<file path="config.mk">
export PLATFORM = sky130hd
export DESIGN_NAME = kway_merge_min_heap
export DESIGN_NICKNAME = d
export VERILOG_FILES = /design/src/rtl/kwh_pkg.sv /design/src/rtl/kwh_heap_mem.sv /design/src/rtl/kwh_ctrl.sv /design/src/rtl/kway_merge_min_heap.sv
export SDC_FILE = /design/constraint.sdc
export NUM_CORES = 1
export LEC_CHECK = 0
export ABC_AREA = 1
export BUFFER_PORTS_ARGS = -buffer_cell sky130_fd_sc_hd__buf_2
export CORE_UTILIZATION = 36
export DETAILED_ROUTE_END_ITERATION = 12
export HOLD_SLACK_MARGIN = 0.15
export MAX_ROUTING_LAYER = met4
export PLACE_DENSITY = 0.59
export SYNTH_ARGS = -nofsm -noshare
export SYNTH_HDL_FRONTEND = slang
export SYNTH_SLANG_ARGS = --single-unit
</file>
<file path="constraint.sdc">
create_clock -name clk -period 8.2 [get_ports clk]
set_clock_uncertainty 0.2 [all_clocks]
set_input_delay 0.82 -clock clk [delete_from_list [all_inputs] [get_ports clk]]
set_output_delay 0.82 -clock clk [all_outputs]
set_load 0.01 [all_outputs]
</file>
<file path="src/rtl/kwh_pkg.sv">
// ============================================================================
// kwh_pkg
// Shared types, codes and the entry ordering for the k-way merge min-heap.
// ============================================================================
package kwh_pkg;

    localparam int DEFAULT_HEAP_DEPTH = 16;
    localparam int VALUE_W            = 32;
    localparam int LANE_W             = 4;
    localparam int OCC_W              = 5;

    typedef struct packed {
        logic [VALUE_W-1:0] value;
        logic [LANE_W-1:0]  lane;
    } entry_t;

    typedef enum logic {
        OP_INSERT = 1'b0,
        OP_POP    = 1'b1
    } op_t;

    typedef enum logic [1:0] {
        STATUS_DONE  = 2'd0,
        STATUS_EMPTY = 2'd1,
        STATUS_FULL  = 2'd2
    } status_t;

    typedef enum logic [2:0] {
        S_IDLE,
        S_UP_RD,
        S_UP_CMP,
        S_POP_RD,
        S_DN_RD,
        S_DN_CMP,
        S_RESP
    } state_t;

    // Result handed from the sequencer to the output stage.
    typedef struct packed {
        logic [VALUE_W-1:0] value;
        logic [LANE_W-1:0]  lane;
        status_t            status;
        logic [OCC_W-1:0]   occupancy;
    } result_t;

    // Heap order: signed value first, then the lower lane leaves first.
    function automatic logic entry_less(input entry_t a, input entry_t b);
        logic v_lt;
        logic v_eq;
        v_lt = $signed(a.value) < $signed(b.value);
        v_eq = a.value == b.value;
        return v_lt || (v_eq && (a.lane < b.lane));
    endfunction

endpackage

</file>
<file path="src/rtl/kwh_heap_mem.sv">
// ============================================================================
// kwh_heap_mem
// Heap entry store: one write port and two registered read ports.
// ============================================================================
module kwh_heap_mem
    import kwh_pkg::*;
#(
    parameter int DEPTH = DEFAULT_HEAP_DEPTH,
    parameter int AW    = $clog2(DEPTH)
)
(
    input  logic            clk,
    input  logic            we,
    input  logic [AW-1:0]   waddr,
    input  entry_t          wdata,
    input  logic [AW-1:0]   raddr_a,
    input  logic [AW-1:0]   raddr_b,
    output entry_t          rdata_a,
    output entry_t          rdata_b
);

    entry_t mem [DEPTH];

    always_ff @(posedge clk)
    begin
        if (we)
        begin
            mem[waddr] <= wdata;
        end
        rdata_a <= mem[raddr_a];
        rdata_b <= mem[raddr_b];
    end

endmodule

</file>
<file path="src/rtl/kwh_ctrl.sv">
// ============================================================================
// kwh_ctrl
// Heap sequencer: takes one operation at a time and sifts the moving entry
// through the store one level per pass through the read and compare states.
// ============================================================================
module kwh_ctrl
    import kwh_pkg::*;
#(
    parameter int HEAP_DEPTH = DEFAULT_HEAP_DEPTH,
    parameter int AW         = $clog2(HEAP_DEPTH),
    parameter int CW         = $clog2(HEAP_DEPTH + 1)
)
(
    input  logic          clk,
    input  logic          rst_n,
    // Operation side.
    input  logic          op_valid,
    output logic          op_ready,
    input  op_t           op,
    input  entry_t        op_entry,
    // Result side.
    output logic          res_valid,
    input  logic          res_ready,
    output result_t       res,
    // Store side.
    output logic          mem_we,
    output logic [AW-1:0] mem_waddr,
    output entry_t        mem_wdata,
    output logic [AW-1:0] mem_raddr_a,
    output logic [AW-1:0] mem_raddr_b,
    input  entry_t        mem_rdata_a,
    input  entry_t        mem_rdata_b
);

    localparam int XW = AW + 2;

    state_t             state_reg,  state_next;
    logic [CW-1:0]      count_reg,  count_next;
    logic [AW-1:0]      pos_reg,    pos_next;
    entry_t             mov_reg,    mov_next;
    logic [VALUE_W-1:0] rvalue_reg, rvalue_next;
    logic [LANE_W-1:0]  rlane_reg,  rlane_next;
    status_t            rstat_reg,  rstat_next;

    logic [XW-1:0] left_idx;
    logic [XW-1:0] right_idx;
    logic [XW-1:0] count_ext;
    logic [AW-1:0] parent_idx;
    logic          left_ok;
    logic          right_ok;
    logic          pick_right;
    entry_t        child;
    logic [AW-1:0] child_idx;

    assign left_idx   = (XW'(pos_reg) << 1) + XW'(1);
    assign right_idx  = left_idx + XW'(1);
    assign count_ext  = XW'(count_reg);
    assign parent_idx = (pos_reg - AW'(1)) >> 1;
    assign left_ok    = left_idx < count_ext;
    assign right_ok   = right_idx < count_ext;
    assign pick_right = right_ok && entry_less(mem_rdata_b, mem_rdata_a);
    assign child      = pick_right ? mem_rdata_b : mem_rdata_a;
    assign child_idx  = pick_right ? right_idx[AW-1:0] : left_idx[AW-1:0];

    always_ff @(posedge clk or negedge rst_n)
    begin
        if (!rst_n)
        begin
            state_reg <= S_IDLE;
            count_reg <= '0;
        end
        else
        begin
            state_reg <= state_next;
            count_reg <= count_next;
        end
    end

    always_ff @(posedge clk)
    begin
        pos_reg    <= pos_next;
        mov_reg    <= mov_next;
        rvalue_reg <= rvalue_next;
        rlane_reg  <= rlane_next;
        rstat_reg  <= rstat_next;
    end

    always_comb
    begin
        state_next  = state_reg;
        count_next  = count_reg;
        pos_next    = pos_reg;
        mov_next    = mov_reg;
        rvalue_next = rvalue_reg;
        rlane_next  = rlane_reg;
        rstat_next  = rstat_reg;
        op_ready    = 1'b0;
        res_valid   = 1'b0;
        mem_we      = 1'b0;
        mem_waddr   = pos_reg;
        mem_wdata   = mov_reg;
        mem_raddr_a = '0;
        mem_raddr_b = AW'(count_reg - CW'(1));

        unique case (state_reg)
            S_IDLE:
            begin
                op_ready = 1'b1;
                if (op_valid)
                begin
                    rvalue_next = '0;
                    rlane_next  = '0;
                    rstat_next  = STATUS_DONE;
                    if (op == OP_INSERT)
                    begin
                        if (count_reg >= CW'(HEAP_DEPTH))
                        begin
                            rstat_next = STATUS_FULL;
                            state_next = S_RESP;
                        end
                        else
                        begin
                            mov_next   = op_entry;
                            pos_next   = AW'(count_reg);
                            count_next = count_reg + CW'(1);
                            state_next = S_UP_RD;
                        end
                    end
                    else
                    begin
                        if (count_reg == '0)
                        begin
                            rstat_next = STATUS_EMPTY;
                            state_next = S_RESP;
                        end
                        else
                        begin
                            // Root and last entry are read on the two ports.
                            count_next = count_reg - CW'(1);
                            state_next = S_POP_RD;
                        end
                    end
                end
            end

            S_UP_RD:
            begin
                if (pos_reg == '0)
                begin
                    mem_we     = 1'b1;
                    state_next = S_RESP;
                end
                else
                begin
                    mem_raddr_a = parent_idx;
                    state_next  = S_UP_CMP;
                end
            end

            S_UP_CMP:
            begin
                mem_we = 1'b1;
                if (entry_less(mov_reg, mem_rdata_a))
                begin
                    // Parent moves down into the hole.
                    mem_wdata  = mem_rdata_a;
                    pos_next   = parent_idx;
                    state_next = S_UP_RD;
                end
                else
                begin
                    state_next = S_RESP;
                end
            end

            S_POP_RD:
            begin
                rvalue_next = mem_rdata_a.value;
                rlane_next  = mem_rdata_a.lane;
                mov_next    = mem_rdata_b;
                pos_next    = '0;
                state_next  = S_DN_RD;
            end

            S_DN_RD:
            begin
                mem_raddr_a = left_idx[AW-1:0];
                mem_raddr_b = right_idx[AW-1:0];
                state_next  = S_DN_CMP;
            end

            S_DN_CMP:
            begin
                mem_we = 1'b1;
                if (left_ok && entry_less(child, mov_reg))
                begin
                    // Smaller child moves up into the hole.
                    mem_wdata  = child;
                    pos_next   = child_idx;
                    state_next = S_DN_RD;
                end
                else
                begin
                    state_next = S_RESP;
                end
            end

            S_RESP:
            begin
                res_valid = 1'b1;
                if (res_ready)
                begin
                    state_next = S_IDLE;
                end
            end

            default:
            begin
                state_next = S_IDLE;
            end
        endcase
    end

    assign res.value     = rvalue_reg;
    assign res.lane      = rlane_reg;
    assign res.status    = rstat_reg;
    assign res.occupancy = OCC_W'(count_reg);

endmodule

</file>
<file path="src/rtl/kway_merge_min_heap.sv">
// ============================================================================
// kway_merge_min_heap
// Binary min-heap of (value, lane) entries for merging sorted streams.
// ============================================================================
// Each input word is an insert or a pop and gives exactly one output word.
// Entries order by signed value, with the lower lane first on equal values.
// Operations run one at a time. Each heap level that the moving entry
// crosses (at most log2(HEAP_DEPTH) levels) needs a read state and a
// compare-and-write state on the entry memory; a pop spends one more step
// reading the root and the last entry, and both kinds end with a read and
// compare that finds no further move unless an insert reaches the root.
// A pop on an empty heap or an insert on a full heap finishes with an
// error status and no change. The output word sits in a register and
// shows up on the master side in the cycle after the hand-off, so the next
// input word is taken while a result still waits on the master side; the
// sequencer only stalls when a finished result finds that register still
// holding an unsent word. The entry memory needs no clearing after reset;
// only entries below the occupancy count are ever used.
// ============================================================================
module kway_merge_min_heap
    import kwh_pkg::*;
#(
    parameter int HEAP_DEPTH = DEFAULT_HEAP_DEPTH
)
(
    input  logic        clk,
    input  logic        rst_n,
    // Input stream.
    input  logic        s_tvalid,
    output logic        s_tready,
    input  logic [39:0] s_tdata,   // value[31:0], lane[35:32], zero pad
    input  logic [0:0]  s_tuser,   // op (0 insert, 1 pop)
    // Output stream.
    output logic        m_tvalid,
    input  logic        m_tready,
    output logic [47:0] m_tdata,   // out_value[31:0], out_lane[35:32],
                                   // occupancy[40:36], zero pad
    output logic [1:0]  m_tuser    // status
);

    localparam int AW = $clog2(HEAP_DEPTH);
    localparam int CW = $clog2(HEAP_DEPTH + 1);

    entry_t        op_entry;
    op_t           op;
    logic          res_valid;
    logic          res_ready;
    result_t       res;
    logic          mem_we;
    logic [AW-1:0] mem_waddr;
    entry_t        mem_wdata;
    logic [AW-1:0] mem_raddr_a;
    logic [AW-1:0] mem_raddr_b;
    entry_t        mem_rdata_a;
    entry_t        mem_rdata_b;

    logic          m_tvalid_reg, m_tvalid_next;
    logic [47:0]   m_tdata_reg,  m_tdata_next;
    logic [1:0]    m_tuser_reg,  m_tuser_next;

    assign op_entry.value = s_tdata[31:0];
    assign op_entry.lane  = s_tdata[35:32];
    assign op             = op_t'(s_tuser[0]);

    kwh_ctrl #(
        .HEAP_DEPTH (HEAP_DEPTH),
        .AW         (AW),
        .CW         (CW)
    ) u_ctrl (
        .clk         (clk),
        .rst_n       (rst_n),
        .op_valid    (s_tvalid),
        .op_ready    (s_tready),
        .op          (op),
        .op_entry    (op_entry),
        .res_valid   (res_valid),
        .res_ready   (res_ready),
        .res         (res),
        .mem_we      (mem_we),
        .mem_waddr   (mem_waddr),
        .mem_wdata   (mem_wdata),
        .mem_raddr_a (mem_raddr_a),
        .mem_raddr_b (mem_raddr_b),
        .mem_rdata_a (mem_rdata_a),
        .mem_rdata_b (mem_rdata_b)
    );

    kwh_heap_mem #(
        .DEPTH (HEAP_DEPTH),
        .AW    (AW)
    ) u_mem (
        .clk     (clk),
        .we      (mem_we),
        .waddr   (mem_waddr),
        .wdata   (mem_wdata),
        .raddr_a (mem_raddr_a),
        .raddr_b (mem_raddr_b),
        .rdata_a (mem_rdata_a),
        .rdata_b (mem_rdata_b)
    );

    // The output register takes a new result whenever it is empty or its
    // current word leaves in the same cycle.
    assign res_ready = !m_tvalid_reg || m_tready;

    always_comb
    begin
        m_tvalid_next = m_tvalid_reg;
        m_tdata_next  = m_tdata_reg;
        m_tuser_next  = m_tuser_reg;
        if (m_tvalid_reg && m_tready)
        begin
            m_tvalid_next = 1'b0;
        end
        if (res_valid && res_ready)
        begin
            m_tvalid_next = 1'b1;
            m_tdata_next  = {7'd0, res.occupancy, res.lane, res.value};
            m_tuser_next  = res.status;
        end
    end

    always_ff @(posedge clk or negedge rst_n)
    begin
        if (!rst_n)
        begin
            m_tvalid_reg <= 1'b0;
        end
        else
        begin
            m_tvalid_reg <= m_tvalid_next;
        end
    end

    always_ff @(posedge clk)
    begin
        m_tdata_reg <= m_tdata_next;
        m_tuser_reg <= m_tuser_next;
    end

    assign m_tvalid = m_tvalid_reg;
    assign m_tdata  = m_tdata_reg;
    assign m_tuser  = m_tuser_reg;

endmodule
</file>
Yosys cells after proc, flatten, opt, wreduce, memory -nomap -nowiden
Memories as Yosys holds them, arrays and structs flattened. A register that Yosys moved wholly into a read port is not among the register bits.
Index checks and enable logic that the tools add are counted.
{"block": "op_classes", "add_sub_neg": 5, "mul": 0, "n_div": 0, "magnitude_cmp": 9, "eq_ne": 17, "shifts": 0, "mux": 45, "n_bitwise": 0, "reduce_logical": 25}
{"cell": "$mux 36", "count": 6}
{"cell": "$pmux 36 s2", "count": 2}
{"cell": "$eq 32x32->1", "count": 3}
{"cell": "$lt 32x32->1", "count": 3}
{"cell": "$pmux 32 s2", "count": 1}
{"cell": "$mux 32", "count": 1}
{"cell": "$mux 4", "count": 8}
{"cell": "$mux 3", "count": 8}
{"cell": "$pmux 3 s7", "count": 1}
{"cell": "$pmux 4 s2", "count": 2}
{"cell": "$pmux 4 s4", "count": 1}
{"cell": "$mux 5", "count": 3}
{"cell": "$lt 4x4->1", "count": 3}
{"cell": "$lt 6x5->1", "count": 2}
{"cell": "$ne 2x2->1 const B", "count": 6}
{"cell": "$eq 3x3->1 const B", "count": 3}
{"cell": "$mux 1", "count": 8}
{"cell": "$reduce_and 4->1", "count": 2}
{"cell": "$logic_and 1x1->1", "count": 7}
{"cell": "$add 5x1->6 const B", "count": 1}
{"cell": "$add 6x1->6 const B", "count": 1}
{"cell": "$eq 3x2->1 const B", "count": 2}
{"cell": "$mux 2", "count": 3}
{"cell": "$reduce_and 2->1", "count": 3}
{"cell": "other kinds (16)", "count": 21}
{"block": "word_totals", "register_bits": 130, "latch_bits": 0, "ramBits": 576, "romBits": 0, "in_bits": 45, "out_inout_bits": 52, "n_memories": 1}
{"memory": "u_mem.mem", "words": 16, "word_bits": 36, "rd": 2, "rd_ports_with_merged_regs": 2, "wr": 1, "line_no": "kwh_heap_mem.sv:22", "text": "entry_t mem [DEPTH];"}

Logic depth before layout (Yosys ltp)
Gate-level depths: netlist of run 1.
{"block": "logic_depth", "depth_word": 11, "mapped_depth": 36, "ltp_nobuf": 34}

Modules after synthesis
Synthesis of run 1 repeated with hierarchy kept, for this count alone.
{"block": "hier_totals", "hier_cells": 4904, "area_unflattened_um2": 41656.2}
{"mod": "kwh_heap_mem", "instances": 1, "cells_each": 3723, "area_each_um2": 31996.9, "seq_area_each_um2": 18738.0}
{"mod": "kwh_ctrl", "instances": 1, "cells_each": 1124, "area_each_um2": 8266.7, "seq_area_each_um2": 2542.4}
{"mod": "kway_merge_min_heap", "instances": 1, "cells_each": 57, "area_each_um2": 1392.6, "seq_area_each_um2": 1316.3}

Worst setup path before layout of run 1
No wires, ideal clock.
{"block": "synth_timing", "path_type": "reg-to-reg", "start": "register u_ctrl.state_reg[0]", "end": "register u_ctrl.mov_reg[0] (netlist bit), enable pin", "t_arrival_ns": 4.526, "required_ns": 7.609, "path_slack_ns": 3.084, "path_stages_with_launch": 8, "path_cell_list": "dfrtp_1 > nor2_1 > inv_1 > nor2_1 > inv_1 > o21ai_0 > nand2_1 > inv_1"}
{"block": "synth_via", "elab_chain_len": 3, "elab_cells_between_ends": 7, "classes_between": "4 x eq/ne; 3 x reduce/logical"}
{"element": "from (decl)", "line_no": "kwh_ctrl.sv:37", "text": "state_t state_reg, state_next;"}
{"element": "from (signal assigned)", "line_no": "kwh_ctrl.sv:74", "text": "state_reg <= state_next;"}
{"element": "$logic_not 3->1 / $eq 3x2->1 (equally long branches)", "line_no": "kwh_ctrl.sv:105", "text": "unique case (state_reg)"}
{"element": "$ne 2x2->1 (no line) / $reduce_bool 2->1 (equally long branches)"}
{"element": "$reduce_and 4->1 (no line) *"}
{"element": "to (signal assigned)", "line_no": "kwh_ctrl.sv:82", "text": "mov_reg <= mov_next;"}
{"element": "to (decl)", "line_no": "kwh_ctrl.sv:40", "text": "entry_t mov_reg, mov_next;"}
Mark *: on every way between the ends. The rest lies on a longest branch, timed or not.
A chain may end at the register's enable or synchronous reset.

==> results.sh, run 1 <==
export IMPL_tightest_slew_ps=1173
export IMPL_whs_path_depth=2
export IMPL_timing_final_crit_period_ps=6739
export IMPL_detailed_place_hpwl_um=61460
export IMPL_synth_cells_most_frequent="sky130_fd_sc_hd__edfxtp_1 (697), sky130_fd_sc_hd__nand2_1 (552), sky130_fd_sc_hd__inv_1 (464), sky130_fd_sc_hd__o21ai_0 (382), sky130_fd_sc_hd__a21oi_1 (366)"
export IMPL_rr_endpoint="u_mem.mem[4][31]"
export IMPL_post_synth_edffs=697
export IMPL_portBuffers=85
export IMPL_tritoncts="done"
export IMPL_setup_violations=0
export IMPL_synth_largest_type_area_fraction_pct=53.65
export IMPL_top_level_ports=97
export IMPL_critPathCapture="u_mem.mem[4][31]"
export IMPL_startpoint_of_the_most_critical_register_to_register_path="u_ctrl.mem_waddr[1]"
export IMPL_criticalPathCategory="reg -> reg"
export IMPL_cts_reportedPaths_clkPinSlew_ps=60
export IMPL_final_max_slew_viol_count=0
export IMPL_post_route_cells_drive_above_1_share_pct=7.690
export IMPL_gp_congestion=0.8733
export IMPL_all_layer_global_routing_usage_pct=21.11
export IMPL_timing_hold_violations_final=0
export IMPL_dieHeight_um=331.2
export IMPL_synth_area_leader_cell="sky130_fd_sc_hd__edfxtp_1"
export IMPL_start_util_pct=36.39
export IMPL_result_of_the_run="completed"
export IMPL_post_drt_wl_per_cell_um=21.21
export IMPL_largest_reg_flops=576
export IMPL_most_frequent_cell_after_synthesis="sky130_fd_sc_hd__edfxtp_1"
export IMPL_cts_max_path_buffers=3
export IMPL_cts_max_level=3
export IMPL_antenna_violations_before_repair=1
export IMPL_grt_first_pass_wirelength_um=168500
export IMPL_crit_start="u_ctrl.mem_waddr[1]"
export IMPL_worst_path_max_fanout=38
export IMPL_clk_root_buffer_cell="sky130_fd_sc_hd__clkbuf_16"
export IMPL_residual_drc_count=0
export IMPL_clock_sinks=778
export IMPL_period_utilization_pct=82.18
export IMPL_die_area_um2=109700
export IMPL_pin_count_of_the_biggest_net_entering_global_routing=258
export IMPL_design_core_area_um2=107200
export IMPL_syn_area_um2=39010
export IMPL_synth_cell_types=48
export IMPL_layout_area_overhead_vs_synth_pct=10.76
export IMPL_timing_max_slew_rel_slack_pct=21.83
export IMPL_avgViaCountPerCell=5.528
export IMPL_synth_seq_cells=778
export IMPL_netlist_top_cells_area="sky130_fd_sc_hd__edfxtp_1 (54%), sky130_fd_sc_hd__nand2_1 (5.3%), sky130_fd_sc_hd__o21ai_0 (4.9%)"
export IMPL_rr_worst_depth=27
export IMPL_worst_path_max_delay_cell="sky130_fd_sc_hd__edfxtp_1"
export IMPL_worst_path_largest_cell_delay_ps=500
export IMPL_worst_setup_path_start_kind="register"
export IMPL_asyncSetResetFlopFracSynth_pct=1.157
export IMPL_worstSkewPairLatency_ps=630
export IMPL_crit_path_frequent_cell="sky130_fd_sc_hd__nand2_1"
export IMPL_setup_reg_to_reg_worst_slack_ps=1460
export IMPL_via_count_of_the_first_global_routing_pass=27420
export IMPL_worstPathArrival_ps=6770
export IMPL_finalWirelength_um=114200
export IMPL_cells_after_synthesis=3967
export IMPL_die_x_extent_um=331.2
export IMPL_synth_top_flop_cell="sky130_fd_sc_hd__edfxtp_1"
export IMPL_setup_repair_after_global_routing_missed_its_margin="no"
export IMPL_yosysSeqAreaShare_pct=57.93
export IMPL_final_nets=4083
export IMPL_timing_hold_worst_class="in -> reg"
export IMPL_drt_iter0_drc=3292
export IMPL_numCtsBuffers=78
export IMPL_dr_total_vias=29750
export IMPL_row_count=120
export IMPL_syn_area_per_cell_um2=9.833
export IMPL_antenna_cells_inserted=0
export IMPL_max_cap_viol_count=0
export IMPL_overflow=0
export IMPL_timing_setup_tns_ps=0
export IMPL_drtAntennaViolNets=0
export IMPL_critical_path_required_ps=8230
export IMPL_fmaxAchievable_mhz=148.4
export IMPL_crit_path_capture_type="register"
export IMPL_yosys_warnings=0
export IMPL_firstDrtPassIters=6
## kinds of logic (layout without fill, tap and decap cells)
logic type               count (synthesis)  after routing  share of synthesized area, %
AND/OR/NAND/NOR                       1168           1168                         12.90
AO/OA/AOI/OAI                         1141           1141                         17.45
flip-flops                             778            778                         57.93
buffers and inverters                  748            754                         7.615
adder cells (fa/ha/maj)                120            120                         3.849
XOR/XNOR                                11             11                        0.2470
other                                    1              7                      0.009613
## worst min path at each step
| stage | start | end | slack (ps) |
|---|---|---|---|
| after floorplan | u_ctrl.rvalue_reg[0] | m_tdata[0] | 200 |
| after global placement | u_ctrl.rvalue_reg[27] | m_tdata[27] | 200 |
| after detailed placement | u_ctrl.rvalue_reg[11] | m_tdata[11] | 200 |
| after CTS | m_tready | m_tvalid | 160 |
| after global routing | m_tready | m_tvalid | 200 |
| final | m_tready | m_tvalid | 190 |
## critical path, delay by kind of cell (launching register included)
| kind | cells | cell delay, ps |
|---|---|---|
| AO/OA/AOI/OAI | 3 | 750 |
| adder cells (fa/ha/maj) | 3 | 1060 |
| buffers and inverters | 6 | 1310 |
| flip-flops | 1 | 500 |
| AND/OR/NAND/NOR | 15 | 2460 |
## metal layers
layer	wire length (um)	GRT usage, %	vias to the layer above
met2	52380	33.04	1234
met4	4513	8.895	0
met1	48440	27.91	14230
met5	0	-	-
li1	-	-	14040
met3	8819	2.132	249
## per-stage QoR
stage	cell area [um^2]	setup slack, ps	util, %	instances	hold slack [ps]
4_1_cts	43210	1384	40.30	5382	164.0
6_report	43210	1461	40.30	5382	191.7
3_5_place_dp	40700	1421	37.97	5240	204.5
3_3_place_gp	40700	1454	37.97	5240	203.6
2_1_floorplan	39030	3084	-	3973	200.3
5_1_grt	43210	963.2	40.30	5382	201.4
## repair_timing
action                                 in CTS  in global routing
endpoints found under the hold margin       9                  0
setup buffers                               0                  0
resized for setup                           0                  0
hold buffers                                1                  0
## cell type report
| class | count | area [um^2] |
|---|---|---|
| Tap cell | 1403 | 1755 |
| Timing Repair Buffer | 140 | 915.9 |
| Multi-Input combinational cell | 2447 | 13670 |
| Clock inverter | 37 | 344.1 |
| Fill cell | 10250 | 64000 |
| Sequential cell | 778 | 22600 |
| Clock buffer | 104 | 2151 |
| Inverter | 473 | 1778 |
## layout by cell type, fill, tap and decap left out, types with 8 or more instances in the layout
master / instances
sky130_fd_sc_hd__nand3b_1: 36
sky130_fd_sc_hd__buf_4: 48
sky130_fd_sc_hd__clkbuf_8: 8
sky130_fd_sc_hd__ha_1: 120
sky130_fd_sc_hd__nor2_4: 16
sky130_fd_sc_hd__clkinv_2: 19
sky130_fd_sc_hd__nand3_1: 342
sky130_fd_sc_hd__inv_2: 8
sky130_fd_sc_hd__inv_1: 462
sky130_fd_sc_hd__clkinv_1: 9
sky130_fd_sc_hd__dfrtp_1: 9
sky130_fd_sc_hd__clkbuf_1: 17
sky130_fd_sc_hd__nand4_1: 11
sky130_fd_sc_hd__edfxtp_1: 697
sky130_fd_sc_hd__nor2_1: 186
sky130_fd_sc_hd__o311ai_1: 11
sky130_fd_sc_hd__o21ai_0: 381
sky130_fd_sc_hd__nand2_1: 551
sky130_fd_sc_hd__a211oi_1: 73
sky130_fd_sc_hd__o311ai_0: 61
sky130_fd_sc_hd__buf_2: 85
sky130_fd_sc_hd__a21oi_1: 366
sky130_fd_sc_hd__nor3_1: 8
sky130_fd_sc_hd__o211ai_1: 218
sky130_fd_sc_hd__dfxtp_1: 72
sky130_fd_sc_hd__clkbuf_16: 79
Power of run 1 is not shown: default switching activity piles up to over one toggle a cycle in this logic, so the estimate is an artifact.
==> inputs of run 2 (changes only) <==
==> constraint.sdc (replaced) <==
create_clock -name clk -period 6.55 [get_ports clk]
set_clock_uncertainty 0.2 [all_clocks]
set_input_delay 0.655 -clock clk [delete_from_list [all_inputs] [get_ports clk]]
set_output_delay 0.655 -clock clk [all_outputs]
set_load 0.01 [all_outputs]
==> run 2 against run 1 <==
Against the previous run:
- critical path depth stayed put
- die area stayed put
- first-iteration DRC count is 3.0% higher
- global-route usage is 0.26 points higher
- cell count is 0.58% higher
- fmax is 8.0% higher
- setup slack worse by 1100 ps
==> results.sh, run 2 (synthesized netlist as in run 1, its figures left out) <==
export IMPL_result_of_the_run="completed"
export IMPL_timing_hold_worst_class="in -> reg"
export IMPL_timing_final_crit_period_ps=6238
export IMPL_worst_path_max_fanout=37
export IMPL_final_max_slew_viol_count=0
export IMPL_largest_reg_flops=576
export IMPL_whs_path_depth=3
export IMPL_all_layer_global_routing_usage_pct=21.36
export IMPL_dieHeight_um=331.2
export IMPL_portBuffers=85
export IMPL_drt_iter0_drc=3390
export IMPL_clock_sinks=778
export IMPL_cts_reportedPaths_clkPinSlew_ps=70
export IMPL_layout_area_overhead_vs_synth_pct=11.74
export IMPL_worst_path_largest_cell_delay_ps=520
export IMPL_residual_drc_count=0
export IMPL_min_to="u_ctrl.mov_reg[21]"
export IMPL_dr_total_vias=29910
export IMPL_post_drt_wl_per_cell_um=21.41
export IMPL_setup_repair_after_global_routing_missed_its_margin="no"
export IMPL_crit_path_capture_type="register"
export IMPL_die_area_um2=109700
export IMPL_grt_first_pass_wirelength_um=170500
export IMPL_hold_path_startpoint="s_tdata[17]"
export IMPL_worstSkewPairLatency_ps=650
export IMPL_pin_count_of_the_biggest_net_entering_global_routing=186
export IMPL_row_count=120
export IMPL_startpoint_of_the_most_critical_register_to_register_path="u_ctrl.mem_waddr[1]"
export IMPL_criticalPathCategory="reg -> reg"
export IMPL_timing_setup_tns_ps=0
export IMPL_worst_setup_path_start_kind="register"
export IMPL_tritoncts="done"
export IMPL_rr_worst_depth=27
export IMPL_tightest_slew_ps=1296
export IMPL_start_util_pct=36.39
export IMPL_via_count_of_the_first_global_routing_pass=27650
export IMPL_drtAntennaViolNets=0
export IMPL_timing_hold_violations_final=0
export IMPL_final_nets=4111
export IMPL_cts_max_level=3
export IMPL_antenna_violations_before_repair=3
export IMPL_setup_violations=0
export IMPL_die_x_extent_um=331.2
export IMPL_mostFrequentLayoutCell="sky130_fd_sc_hd__edfxtp_1"
export IMPL_rr_endpoint="u_mem.mem[15][34]"
export IMPL_period_utilization_pct=95.24
export IMPL_design_core_area_um2=107200
export IMPL_finalWirelength_um=115900
export IMPL_post_route_cells_drive_above_1_share_pct=7.658
export IMPL_top_level_ports=97
export IMPL_setup_reg_to_reg_worst_slack_ps=310
export IMPL_cts_max_path_buffers=3
export IMPL_worst_path_max_delay_cell="sky130_fd_sc_hd__nand2_1"
export IMPL_gp_congestion=0.8897
export IMPL_detailed_place_hpwl_um=64960
export IMPL_crit_path_frequent_cell="sky130_fd_sc_hd__nand2_1"
export IMPL_max_cap_viol_count=0
export IMPL_numCtsBuffers=77
export IMPL_most_common_layout_cells="sky130_fd_sc_hd__edfxtp_1 (697), sky130_fd_sc_hd__nand2_1 (551), sky130_fd_sc_hd__inv_1 (462), sky130_fd_sc_hd__o21ai_0 (381), sky130_fd_sc_hd__a21oi_1 (366)"
export IMPL_fmaxAchievable_mhz=160.3
export IMPL_cpLargestDelayFamily="simple AND/OR/NAND/NOR gates"
export IMPL_avgViaCountPerCell=5.526
export IMPL_critical_path_required_ps=6690
export IMPL_path_buf_inv=5
export IMPL_overflow=0
export IMPL_worstPathArrival_ps=6380
export IMPL_clk_root_buffer_cell="sky130_fd_sc_hd__clkbuf_16"
export IMPL_timing_max_slew_rel_slack_pct=13.58
export IMPL_post_cts_resized=0
export IMPL_firstDrtPassIters=6
-- run 2: changes by cell type in the layout (fill, tap and decap cells not counted), sizes merged --
cell / previous run / this run
buf: 139 / 146
clkinvlp: 3 / 1
clkbuf: 104 / 108
diode: 0 / 1
clkinv: 30 / 26
bufinv: 6 / 7
inv: 471 / 473
dlygate4sd3: 1 / 23
-- run 2: cell type report --
cell class	instances	area [um^2]
diodes	1	2.502
clock inverters	34	362.8
repair buffers	169	1226
multi-input cells	2447	13670
fillers	10240	63620
flip-flops and latches	778	22600
clock buffers	108	2198
well taps	1403	1755
inverters	473	1778
-- run 2: worst max path at each step --
stage / end / slack (ps) / cells past startpoint / startpoint
floorplan: u_ctrl.mov_reg[0] / 1430 / 7 / u_ctrl.state_reg[0]
global placement: u_mem.mem[1][33] / 410 / 27 / u_ctrl.mem_waddr[1]
detailed placement: u_mem.mem[0][34] / 420 / 27 / u_ctrl.mem_waddr[1]
CTS: u_mem.mem[15][34] / 380 / 27 / u_ctrl.mem_waddr[1]
global route: u_mem.mem[3][34] / 2 / 25 / u_ctrl.mem_waddr[1]
finish: u_mem.mem[15][34] / 310 / 27 / u_ctrl.mem_waddr[1]
-- run 2: timing repair --
| item | CTS | global route |
|---|---|---|
| setup buffers | 0 | 0 |
| hold buffers | 23 | 0 |
| endpoints found under the hold margin | 31 | 0 |
-- run 2: per-stage QoR --
step                cells  instance area, um^2  setup WS [ps]  hold slack, ps  util [%]
floorplan            3973                39030           1434           159.4         -
global placement     5247                40790          414.1           201.2     38.05
detailed placement   5247                40790          422.4           204.5     38.05
CTS                  5412                43580          375.8           153.0     40.66
global route         5412                43580          2.361           201.3     40.66
finish               5413                43590          312.0           194.1     40.66
-- run 2: worst register-to-register path, cell delays in order (launching register included) --
cell and delay [ps]:
sky130_fd_sc_hd__edfxtp_1 480, sky130_fd_sc_hd__inv_1 230, sky130_fd_sc_hd__ha_1 360, sky130_fd_sc_hd__ha_1 310
sky130_fd_sc_hd__inv_1 50, sky130_fd_sc_hd__nor2_1 40, sky130_fd_sc_hd__o21ai_1 120, sky130_fd_sc_hd__nand2_1 80
sky130_fd_sc_hd__a211oi_2 390, sky130_fd_sc_hd__nand2_2 100, sky130_fd_sc_hd__buf_4 240, sky130_fd_sc_hd__nand2_1 90
sky130_fd_sc_hd__o21ai_0 100, sky130_fd_sc_hd__ha_1 400, sky130_fd_sc_hd__nand2_1 110, sky130_fd_sc_hd__inv_1 60
sky130_fd_sc_hd__nand3_1 80, sky130_fd_sc_hd__nor3_1 330, sky130_fd_sc_hd__inv_1 130, sky130_fd_sc_hd__nor2_1 110
sky130_fd_sc_hd__nand2_1 120, sky130_fd_sc_hd__nor4_1 390, sky130_fd_sc_hd__nand2_1 210, sky130_fd_sc_hd__nand2_4 130
sky130_fd_sc_hd__nand2_4 310, sky130_fd_sc_hd__nand2_1 180, sky130_fd_sc_hd__nand3_1 80, sky130_fd_sc_hd__nand2_1 520
-- run 2: layer usage --
metal	wire [um]	share of wire [%]	global-route usage [%]	up-vias
li1	-	-	-	14110
met1	49670	43	27.92	14340
met2	53710	46	34.04	1229
met3	8424	7.3	2.186	233
met4	4108	3.5	8.516	0
met5	0	0	-	-
Power of run 2 is left out for the same reason.
